File: src/rtl/ffpa_pkg.sv
// Package with the shared types and codes of the first-fit pool allocator.
package ffpa_pkg;

   localparam int ADDR_BITS        = 16;
   localparam int MAX_SEGMENTS_DEF = 64;
   localparam int HEADER_BYTES_DEF = 24;

   localparam logic [1:0] STATUS_OK      = 2'd0;
   localparam logic [1:0] STATUS_NO_FIT  = 2'd1;
   localparam logic [1:0] STATUS_INVALID = 2'd2;
   localparam logic [1:0] STATUS_BAD     = 2'd3;

   localparam logic [1:0] MODE_SEARCH = 2'd0;
   localparam logic [1:0] MODE_INSERT = 2'd1;
   localparam logic [1:0] MODE_DELETE = 2'd2;
   localparam logic [1:0] MODE_PASS   = 2'd3;

   localparam logic REQ_ALLOC = 1'b0;
   localparam logic REQ_FREE  = 1'b1;

   typedef struct packed {
      logic                 req_type;
      logic [15:0]          alloc_size;
      logic [15:0]          free_address;
   } req_type;

   typedef struct packed {
      logic [15:0]          address;
      logic [1:0]           status;
   } rsp_type;

   typedef struct packed {
      logic                 valid;
      logic                 free;
      logic [ADDR_BITS-1:0] start;
      logic [ADDR_BITS-1:0] payload;
   } seg_type;

   // Request token that walks down the cell row one cell per cycle.
   typedef struct packed {
      logic                 active;
      logic [1:0]           mode;
      logic                 op_free;
      logic [ADDR_BITS-1:0] key;
      logic                 room;
      seg_type              carry;
      logic                 shift2;
      logic [ADDR_BITS-1:0] address;
      logic [1:0]           status;
   } tok_type;

endpackage

File: src/rtl/ffpa_cell.sv
// One segment cell: holds a table entry and acts on the passing request token.
module ffpa_cell #(
   parameter int HEADER_BYTES = ffpa_pkg::HEADER_BYTES_DEF
) (
   input  logic              clock,
   input  logic              reset,
   input  logic              init,
   input  ffpa_pkg::seg_type init_seg,
   input  ffpa_pkg::tok_type tok_i,
   input  ffpa_pkg::seg_type nxt1,
   input  ffpa_pkg::seg_type nxt2,
   output ffpa_pkg::seg_type seg_o,
   output ffpa_pkg::tok_type tok_o
);

   localparam int AB = ffpa_pkg::ADDR_BITS;
   localparam logic [AB:0] HDR = (AB+1)'(HEADER_BYTES);

   ffpa_pkg::seg_type seg_ff, seg_in;
   ffpa_pkg::tok_type tok_ff, tok_in;

   logic [AB:0] here_addr, next_addr, key_x, size_x, rem_x, merge1, merge2;
   logic        match_here, match_next;

   always_comb begin
      here_addr  = {1'b0, seg_ff.start} + HDR;
      next_addr  = {1'b0, nxt1.start} + HDR;
      key_x      = {1'b0, tok_i.key};
      size_x     = key_x + HDR;
      rem_x      = {1'b0, seg_ff.payload} - size_x;
      merge1     = {1'b0, seg_ff.payload} + {1'b0, nxt1.payload} + HDR;
      merge2     = merge1 + {1'b0, nxt2.payload} + HDR;
      match_here = seg_ff.valid && (here_addr == key_x);
      match_next = nxt1.valid && (next_addr == key_x);
   end

   always_comb begin
      seg_in = seg_ff;
      tok_in = tok_i;
      if (tok_i.active) begin
         unique case (tok_i.mode)
            ffpa_pkg::MODE_SEARCH: begin
               if (!seg_ff.valid) begin
                  tok_in.mode    = ffpa_pkg::MODE_PASS;
                  tok_in.address = '0;
                  tok_in.status  = tok_i.op_free ? ffpa_pkg::STATUS_BAD
                                                 : ffpa_pkg::STATUS_NO_FIT;
               end else if (!tok_i.op_free) begin
                  if (seg_ff.free && (seg_ff.payload >= tok_i.key)) begin
                     seg_in.free    = 1'b0;
                     tok_in.address = here_addr[AB-1:0];
                     tok_in.status  = ffpa_pkg::STATUS_OK;
                     tok_in.mode    = ffpa_pkg::MODE_PASS;
                     if (({1'b0, seg_ff.payload} > size_x) && tok_i.room) begin
                        seg_in.payload       = tok_i.key;
                        tok_in.mode          = ffpa_pkg::MODE_INSERT;
                        tok_in.carry.valid   = 1'b1;
                        tok_in.carry.free    = 1'b1;
                        tok_in.carry.start   = AB'(here_addr + key_x);
                        tok_in.carry.payload = rem_x[AB-1:0];
                     end
                  end
               end else begin
                  // A free predecessor absorbs the freed segment and maybe its successor.
                  if (seg_ff.free && match_next) begin
                     tok_in.status = ffpa_pkg::STATUS_OK;
                     tok_in.mode   = ffpa_pkg::MODE_DELETE;
                     if (nxt2.valid && nxt2.free) begin
                        seg_in.payload = merge2[AB-1:0];
                        tok_in.shift2  = 1'b1;
                     end else begin
                        seg_in.payload = merge1[AB-1:0];
                        tok_in.shift2  = 1'b0;
                     end
                  end else if (match_here) begin
                     seg_in.free   = 1'b1;
                     tok_in.status = ffpa_pkg::STATUS_OK;
                     if (nxt1.valid && nxt1.free) begin
                        seg_in.payload = merge1[AB-1:0];
                        tok_in.mode    = ffpa_pkg::MODE_DELETE;
                        tok_in.shift2  = 1'b0;
                     end else begin
                        tok_in.mode = ffpa_pkg::MODE_PASS;
                     end
                  end
               end
            end
            ffpa_pkg::MODE_INSERT: begin
               seg_in       = tok_i.carry;
               tok_in.carry = seg_ff;
               if (!seg_ff.valid) begin
                  tok_in.mode = ffpa_pkg::MODE_PASS;
               end
            end
            ffpa_pkg::MODE_DELETE: begin
               seg_in = tok_i.shift2 ? nxt2 : nxt1;
            end
            ffpa_pkg::MODE_PASS: begin
               seg_in = seg_ff;
            end
            default: begin
               seg_in = seg_ff;
            end
         endcase
      end
   end

   always_ff @(posedge clock) begin
      if (reset) begin
         tok_ff.active <= 1'b0;
      end else begin
         tok_ff <= tok_in;
      end
      if (init) begin
         seg_ff <= init_seg;
      end else begin
         seg_ff <= seg_in;
      end
   end

   assign seg_o = seg_ff;
   assign tok_o = tok_ff;

endmodule

File: config.mk
export PLATFORM = sky130hd
export DESIGN_NAME = ffpa_cell
export DESIGN_NICKNAME = d
export VERILOG_FILES = /design/src/rtl/ffpa_pkg.sv /design/src/rtl/ffpa_cell.sv
export SDC_FILE = /design/constraint.sdc
export NUM_CORES = 1
export LEC_CHECK = 0
export BUFFER_PORTS_ARGS = -buffer_cell sky130_fd_sc_hd__clkbuf_2
export CORE_MARGIN = 2
export CORE_UTILIZATION = 35
export CTS_CLUSTER_DIAMETER = 150
export CTS_CLUSTER_SIZE = 25
export DETAILED_ROUTE_END_ITERATION = 16
export PLACE_DENSITY = 0.66
export RECOVER_POWER = 25
export SYNTH_ARGS = -nofsm -noshare
export SYNTH_HDL_FRONTEND = slang
export SYNTH_SLANG_ARGS = --single-unit
File: constraint.sdc
create_clock -name clock -period 4.7 [get_ports clock]
set_input_delay 0.705 -clock clock [delete_from_list [all_inputs] [get_ports clock]]
set_output_delay 0.705 -clock clock [all_outputs]
set_load 0.1 [all_outputs]
==> After elaboration in Yosys (flattened, before gate mapping) <==
Cells that the tools add are included.
{ "op_classes": {"addsub": 9, "n_mul": 0, "n_div": 0, "magnitude_cmp": 2, "n_eq_ne": 13, "shifts": 0, "n_mux": 49, "bitwise_logic": 0, "reduce_logical": 13} }
{ "ops": {"columns": ["op", "n"], "rows": [
  ["$mux 34", 6],
  ["$mux 16", 9],
  ["$pmux 34 s2", 1],
  ["$mux 53", 1],
  ["$add 16x5->17 const B", 3],
  ["$add 16x16->16", 3],
  ["$pmux 16 s3", 1],
  ["$mux 18", 2],
  ["$mux 35", 1],
  ["$eq 17x16->1", 2],
  ["$add 16x5->16 const B", 2],
  ["$pmux 16 s2", 1],
  ["$mux 2", 12],
  ["$mux 19", 1],
  ["$gt 16x17->1", 1],
  ["$ge 16x16->1", 1],
  ["$ne 4x4->1 const B", 4],
  ["$sub 16x16->16", 1],
  ["$mux 1", 11],
  ["$ne 5x5->1 const B", 2],
  ["$logic_and 1x1->1", 7],
  ["$reduce_and 7->1", 1],
  ["$reduce_and 6->1", 1],
  ["$eq 2x2->1 const B", 2],
  ["10 further kinds", 10]
]} }
{ "totals": {"regBits": 108, "latchBits": 0, "mem_bits_rw": 0, "romBits": 0, "wordCells": 102, "n_memories": 0} }

==> Depth between registers and ports, before layout <==
Gate-level depths: netlist (run 1).
{ "depth": {"depth_word": 11, "depth_mapped": 19, "mapped_depth_nobuf": 19} }

==> Worst setup path before layout (run 1) <==
No wires, ideal clock.
{ "synth_path": {"path_type": "register to register", "start": "reg seg_ff, in the netlist seg_o[3]", "end": "reg seg_ff, in the netlist seg_o[15] (data pin)", "setup_time_ps": 259, "arrival_time_ps": 4608, "path_slack_ps": -167, "path_stages_with_launch": 18, "n_path_buf": 0, "cell_sequence": "edfxtp_1 inv_1 ha_1 inv_1 ha_1 o21ai_0 o21ai_0 a21o_1 a31o_2 or4_1 nand4_1 ha_1 ha_1 and3_1 a2111oi_0 o2111ai_2 xnor2_1 a21oi_1"} }
{ "synth_via": {"elab_chain_len": 11, "elab_cells_between_ends": 13, "classes_between": "add/sub: 4; mux: 9"} }
{ "synth_rtl": {"columns": ["item", "line_no", "source"], "rows": [
  ["start: declaration", "ffpa_cell.sv:19", "ffpa_pkg::seg_type seg_ff, seg_in;"],
  ["start signal: assignment", "ffpa_cell.sv:115", "seg_ff <= init_seg;"],
  ["start signal: assignment", "ffpa_cell.sv:117", "seg_ff <= seg_in;"],
  ["$add 16x16->16 (*)", "ffpa_cell.sv:31", "merge1 = {1'b0, seg_ff.payload} + {1'b0, nxt1.payload} + HDR;"],
  ["$add 16x5->16 (*)", "ffpa_cell.sv:31", null],
  ["$add 16x16->16", "ffpa_cell.sv:32", "merge2 = merge1 + {1'b0, nxt2.payload} + HDR;"],
  ["$add 16x5->16", "ffpa_cell.sv:32", null],
  ["$mux 16", "ffpa_cell.sv:68", "if (nxt2.valid && nxt2.free) begin"],
  ["$mux 16 (*)", "ffpa_cell.sv:65", "if (seg_ff.free && match_next) begin"],
  ["$mux 16 (*)", "ffpa_cell.sv:48", "end else if (!tok_i.op_free) begin"],
  ["$mux 16 (*)", "ffpa_cell.sv:43", "if (!seg_ff.valid) begin"],
  ["$pmux 16 s3 (*)", "ffpa_cell.sv:41", "unique case (tok_i.mode)"],
  ["$mux 34 (*)", "ffpa_cell.sv:40", "if (tok_i.active) begin"],
  ["$mux 34 (*)", "ffpa_cell.sv:114", "if (init) begin"]
]} }
Every way passes the cells marked *; elsewhere a longest branch is shown, timed or not. The select of a mux whose other input is x is not followed.
A chain may end at the register's enable or synchronous reset.

==> Worst setup path after layout (run 1) <==
{ "layout_path": {"start": "reg seg_ff, in the netlist seg_o[1]", "end": "reg seg_ff, in the netlist seg_o[15] (data pin)"} }
The elaborated chain is that of the path after synthesis.

==> results.md, run 1 <==
* Status: complete, but fails checks
* Failing checks: max-capacitance violations, max-slew violations
* Vias/cell at between 5 and 6
* Final WL at 41.7 mm
* Worst-path maximum fanout at 6
* Core Area at 28800 um^2
* Global-route wire length before repair at 61.3 mm
* Unrepaired setup endpoints after global routing: no
* CP arrival at about 4.5 ns
* RD Place Congestion at 0.943
* Post-synth ARST share at 0%
* PwrDens at 389 nW/um^2
* DRT iter0 DRCs at 981
* Fmax at 227 MHz
* Worst-path cell chain: ha_1 > ha_1 > fa_2 > a211oi_2 > o21ai_0 > and2_1 > a21oi_1 > xnor2_1 > ha_1 > ha_4 > and3_1 > a21oi_1 > nand3_1 > a2111o_1 > o2111ai_2 > xnor2_1 > a21oi_1
* Post-Syn Area at about 10000 um^2
* Antenna Nets Post-Route at 0
* Sequential area share after synthesis at 31.5%
* Fill count at 2867
* Leak at around 5.6 nW
* Peak VDD IR at 200 uV
* Initial antenna violation count at 1
* Most common library cell in the layout ignoring fill and taps: clkbuf_2
* # resized after CTS at 0
* Worst path required time at 4.82 ns
* Die width at 175 um
* Maximum clock insertion buffer count at 2
* Ant. Diodes at 0
* Gr usage total at 26.5%
* Routed wire per std cell at around 23 um
* Avg Inst Size Synth at 9.15 um^2
* Clk sinks at 108
* Synth warn at 0
* Post-synth EDFFs at 107
* Die area at 30700 um^2
* Post-place instance area at between 10000 and 15000 um^2
* Slew Limit Fails at 74
* Final hold viol count at 0
* Top_reg_cell synth: edfxtp_1
* Placed cell count at 1799
* R2r setup slk at 0.29 ns
* Hold buffers post-CTS at 0
* IO Port Bufs at roughly 290
* Relative slew margins at -32.7%
* Drt first pass iters at 5
* Initial Util at 35.7%
* Commonest non-fill, non-tap cells in the layout: clkbuf_2, nand2_1, edfxtp_1, ha_1, o21ai_0
* Final HPWL DP at 32.9 mm
* H-Tree Depth at 3
* Hold WC Path Type: primary input to register
* Post-route minimum period at 4.41 ns
* Worst path bufs/invs at 0
* Die Height at 175 um
* Vias in the first global route at about 10000
* Non-Filler Instances at 1815
* Finished Cell Area at 12700 um^2
* Final setup vio count at 0
* Via count at roughly 10000
* Pin count of the biggest net entering global routing at 53
* Top delay family on crit path: adder cells
* CTS Root Cell: clkbuf_16
* CP startpoint kind: register
* # rows at 62
* Final #Nets at about 1700
* Drt drc at 0
* Global route total overflow at 0
* Critical Path Sink Type: register
* CTS tree: built
* Final period util at a little over nine tenths
* Distinct cells, synth at 71
* Slowest-stage cell, CP: edfxtp_1
* Area Growth Syn to Fin at 23.5%
* Crit Path Class: register to register
* Synth Instances at 1123
* Worst-Margin Slew at approximately 2.0 ns
* Post-CTS Setup Bufs at 0
* Worst path max stage delay at ~0.41 ns
* Flops & latches, synth at 108
* Clock Pin Slew Worst Setup and Hold Paths at 0.09 ns
* Worst Skew at 0.0143 ns
* Share of layout cells above drive strength 1 at 25.2%
* Syn_nets at 1415
* Clk Latency, worst-skew pair at approximately 0.37 ns
* Max Cap Violations at 2
* CTS Buf Count at 9
* Total I/O pin count at about 290
state kept, by name, summed over array words and instances (netlist names):
register and cells:
tok_o 74, seg_o 34
cells in the mapped netlist (22+ instances only):
| master | count | area share (%) |
|---|---|---|
| ha_1 | 109 | 13 |
| a22oi_1 | 33 | 2.4 |
| nor3_1 | 39 | 1.9 |
| a221o_1 | 33 | 3.2 |
| inv_1 | 54 | 2.0 |
| and3_1 | 22 | 1.3 |
| nor2_1 | 49 | 1.8 |
| xnor2_1 | 64 | 5.5 |
| mux2i_1 | 23 | 2.2 |
| o21ai_0 | 96 | 4.7 |
| edfxtp_1 | 107 | 31 |
| xor2_1 | 31 | 2.6 |
| a21oi_1 | 58 | 2.8 |
| clkbuf_1 | 35 | 1.3 |
| nand2_1 | 109 | 4.0 |
final timing paths:
check                 startpoint                    to  cells after the start
max           seg_o[1]$_DFFE_PP_   seg_o[15]$_DFFE_PP_                     17
min                        reset  tok_o[73]$_SDFF_PP0_                      2
min reg2reg  seg_o[29]$_DFFE_PP_   tok_o[48]$_DFFE_PN_                      1
max reg2reg   seg_o[1]$_DFFE_PP_   seg_o[15]$_DFFE_PP_                     17
kinds of logic (layout without fill, tap and decap cells):
kind of cell,count (synthesis),count (layout),synth area share [%]
multiplexers,39,39,3.99
AO/OA/AOI/OAI,345,345,22.9
XOR/XNOR,95,95,8.10
flip-flops,108,108,31.5
adder cells (fa/ha/maj),113,113,14.1
buffers and inverters,103,411,3.92
AND/OR/NAND/NOR,320,320,15.6
through the flow:
step / util (%) / setup TNS, ns / hold WS [ns] / setup WS, ns / total power (W)
2_1_floorplan: - / 0 / 0.777 / 0.0419 / 0.00340
3_3_place_gp: 43.3 / 0 / 0.678 / 0.0269 / 0.00408
3_5_place_dp: 43.3 / -0.0175 / 0.683 / -0.0175 / 0.00410
4_1_cts: 44.4 / 0 / 0.524 / 0.304 / 0.00492
5_1_grt: 44.1 / 0 / 0.568 / 0.0945 / 0.00521
6_report: 44.1 / 0 / 0.561 / 0.290 / 0.00493
final cells by class:
type	count	area, um^2	share of cell area [%]
Timing Repair Buffer	341	1760	13.9
Tap cell	384	480	3.79
Multi-Input combinational cell	912	6710	52.9
Inverter	54	204	1.61
Clock inverter	7	75.1	0.592
Sequential cell	108	3230	25.5
Clock buffer	9	225	1.78
worst reg2reg max path: cells and delay by family, from the launching register on:
family / cells / cell delay (ns)
xor+xnor: 2 / 0.30
fa+ha+maj: 5 / 1.51
compound gates: 7 / 1.40
simple gates: 3 / 0.55
flops: 1 / 0.41
report_power, final:
part	total (W)	internal, W	switching [W]
registers	0.00126	0.00117	0.0000834
clock network	0.000820	0.000381	0.000439
logic	0.00285	0.000973	0.00188
total	0.00493	0.00253	0.00240
metal layers:
layer  track usage (%)  up-vias  part of all wire (%)
li1                  -     4892                     -
met1              36.4     4945                    43
met2              42.0      565                    45
met3              4.42       73                   9.5
met4              9.62        2                   3.1
met5                 0        -                 0.031
Note: power is estimated with default switching activity, not from simulation.
==> run 2: changes to the inputs <==
- CORE_MARGIN: 2 -> not set
==> run 2 against run 1 <==
Effect of this change: the run still ends with max-capacitance violations, max-slew violations left; clock skew up 0.0022 ns; design area fell by 0.36%; flip-flop and latch count stayed put; hold slack worse by 0.018 ns; register-to-register slack improved by 0.05 ns; largest power group unchanged; setup slack improved by 0.055 ns; largest cell class unchanged; critical path type unchanged; wire length down 1.8%.
==> results.md, run 2 (synthesis gave the netlist of run 1 again) <==
* Status: complete, but fails checks
* Failing checks: max-capacitance violations, max-slew violations
* Global-route wire length before repair at 60.5 mm (-1.4%)
* Final Core Density at 43.9% (-0.16 points)
* Worst Skew at 0.0165 ns (+0.00222 ns)
* Final setup TNS at 0 ns (unchanged)
* Drt drc at 0 (unchanged)
* Final HPWL DP at 32.3 mm (-1.6%)
* Number of flip-flops in the largest register at 74 (unchanged)
* Final #Nets at 1712 (-0.35%)
* Sequential power share at 25.4% (about the same)
* Final WL at 41.0 mm (-1.8%)
* Max Cap Violations at 2 (unchanged)
* # rows at 62 (unchanged)
* Crit Path Class: register to register
* CTS Buf Count at 9 (unchanged)
* Die width at 173 um (-1.1%)
* Die area at 30100 um^2 (-2.3%)
* Final worst slack at 0.344 ns (+0.0547 ns)
* Area of the multi-input gates at 6710 um^2 (unchanged)
* Global route total overflow at 0 (unchanged)
* # resized after CTS at 0 (unchanged)
* Hold_ws at 0.544 ns (-0.0175 ns)
* Clk sinks at 108 (unchanged)
* Clock Power Share at 16.6% (about the same)
* Initial Util at 35.7% (unchanged)
* Drt first pass iters at 5 (unchanged)
* Tot Pwr at 0.00493 W (about the same)
* Fill count at 2865 (-0.070%)
* Most common library cell in the layout ignoring fill and taps: clkbuf_2
* CP arrival at 4.41 ns (-0.12 ns)
* Total I/O pin count at 287 (unchanged)
* Share of layout cells above drive strength 1 at 24.8% (-0.39 points)
* IO Port Bufs at 286 (unchanged)
* CTS tree: built
* Final hold viol count at 0 (unchanged)
* Final period util at 92.7% (-1.2 points)
* Area Growth Syn to Fin at 23.0%
* H-Tree Depth at 3 (unchanged)
* Pre-CTS WS at 0.0230 ns (+0.0405 ns)
* Clock Pin Slew Worst Setup and Hold Paths at 0.09 ns (about the same)
* Combinational group share of total power at 58.1% (+0.2 points)
* Critical Path Sink Type: register
* Pin count of the biggest net entering global routing at 63 (+19%)
* Via count at 10500 (+0.18%)
* Hold WC Path Type: primary input to register
* Antenna Nets Post-Route at 0 (unchanged)
* Leak at 5.57 nW (-0.37%)
* Vias in the first global route at 9882 (-1.7%)
* PwrDens at 390 nW/um^2 (+0.30%)
* Routed wire per std cell at 22.7 um (-1.5%)
* Core Area at 28800 um^2 (unchanged)
* FF+latch area at 3230 um^2 (unchanged)
* Worst-Margin Slew at 1.66 ns (-0.317 ns)
* Maximum clock insertion buffer count at 2 (unchanged)
* Die Height at 173 um (-1.1%)
* Hold buffers post-CTS at 0 (unchanged)
* CP startpoint kind: register
* Gr usage total at 26.6% (+0.087 points)
* Fmax at 230 MHz (+1.3%)
* Net Switching at 0.00240 W (about the same)
* Internal power at 0.00253 W (about the same)
* Ant. Diodes at 0 (unchanged)
* RD Place Congestion at 0.915 (-3.0%)
* CTS Root Cell: clkbuf_16
* Worst-path maximum fanout at 16 (+10)
* Peak VDD IR at 193 uV (-3.7%)
* Commonest non-fill, non-tap cells in the layout: clkbuf_2, nand2_1, edfxtp_1, ha_1, o21ai_0
* Vias/cell at 5.80 (+0.51%)
* DRT iter0 DRCs at 841 (-14%)
* Slew Limit Fails at 98 (+32%)
* Clk Latency, worst-skew pair at 0.38 ns (about the same)
* Sw Ratio at 48.7% (about the same)
* Relative slew margins at -10.8% (+22 points)
* Initial antenna violation count at 1 (unchanged)
* Final setup vio count at 0 (unchanged)
* Post-route minimum period at 4.36 ns (-0.0547 ns)
* Unrepaired setup endpoints after global routing: no
* Post-CTS Setup Bufs at 0 (unchanged)
* Worst path required time at 4.76 ns (-0.06 ns)
[run 2: cell count changes in the layout (fill, tap and decap cells not counted), sizes merged]
cell,previous run,this run
clkinv,2,3
clkinvlp,2,0
clkbuf,307,306
buf,43,38
inv,57,58
[run 2: per-layer routing]
metal	vias to the layer above	GRT usage, %	wire (um)
li1	4871	-	-
met1	4985	36.2	17700
met2	561	43.0	18400
met3	79	3.93	3450
met4	0	9.11	1360
met5	-	0	0
[run 2: layout make-up]
type | count | area share (%)
Clock buffer | 9 | 1.78
Clock inverter | 7 | 0.584
Inverter | 54 | 1.60
Multi-Input combinational cell | 912 | 53.0
Sequential cell | 108 | 25.6
Tap cell | 384 | 3.80
Timing Repair Buffer | 335 | 13.6
[run 2: final timing paths]
kind                            slack [ns]  depth (start not counted)           startpoint                    to
worst max-delay path                  0.34                         13  seg_o[19]$_DFFE_PP_   seg_o[15]$_DFFE_PP_
worst min-delay path                  0.54                          2                reset  tok_o[73]$_SDFF_PP0_
worst max register to register        0.34                         13  seg_o[19]$_DFFE_PP_   seg_o[15]$_DFFE_PP_
worst min register to register        0.71                          1  seg_o[32]$_DFFE_PP_   tok_o[51]$_DFFE_PN_
[run 2: stage by stage]
| step | instance area [um^2] | cells |
|---|---|---|
| after floorplan | 10300 | 1123 |
| after global placement | 12400 | 1793 |
| after detailed placement | 12400 | 1793 |
| after CTS | 12700 | 1809 |
| after global routing | 12600 | 1809 |
| final | 12600 | 1809 |
[run 2: power by group through the flow]
stage	Clock (W)	Combinational (W)	Sequential, W
after floorplan	0	0.00151	0.00189
after global placement	0	0.00280	0.00127
after detailed placement	0	0.00283	0.00127
after CTS	0.000820	0.00285	0.00125
after global routing	0.000854	0.00308	0.00126
final	0.000816	0.00286	0.00125
[run 2: critical path, cell delays in order, from the launching register on]
cell      delay [ns]
edfxtp_1        0.43
inv_1           0.13
ha_1            0.28
nand4b_1        0.23
nor3_1          0.26
xor2_1          0.37
ha_1            0.34
nor4_1          0.35
nand4_1         0.16
a31oi_1         0.47
a31oi_1         0.24
mux2_2          0.32
a21oi_2         0.13
buf_4           0.31
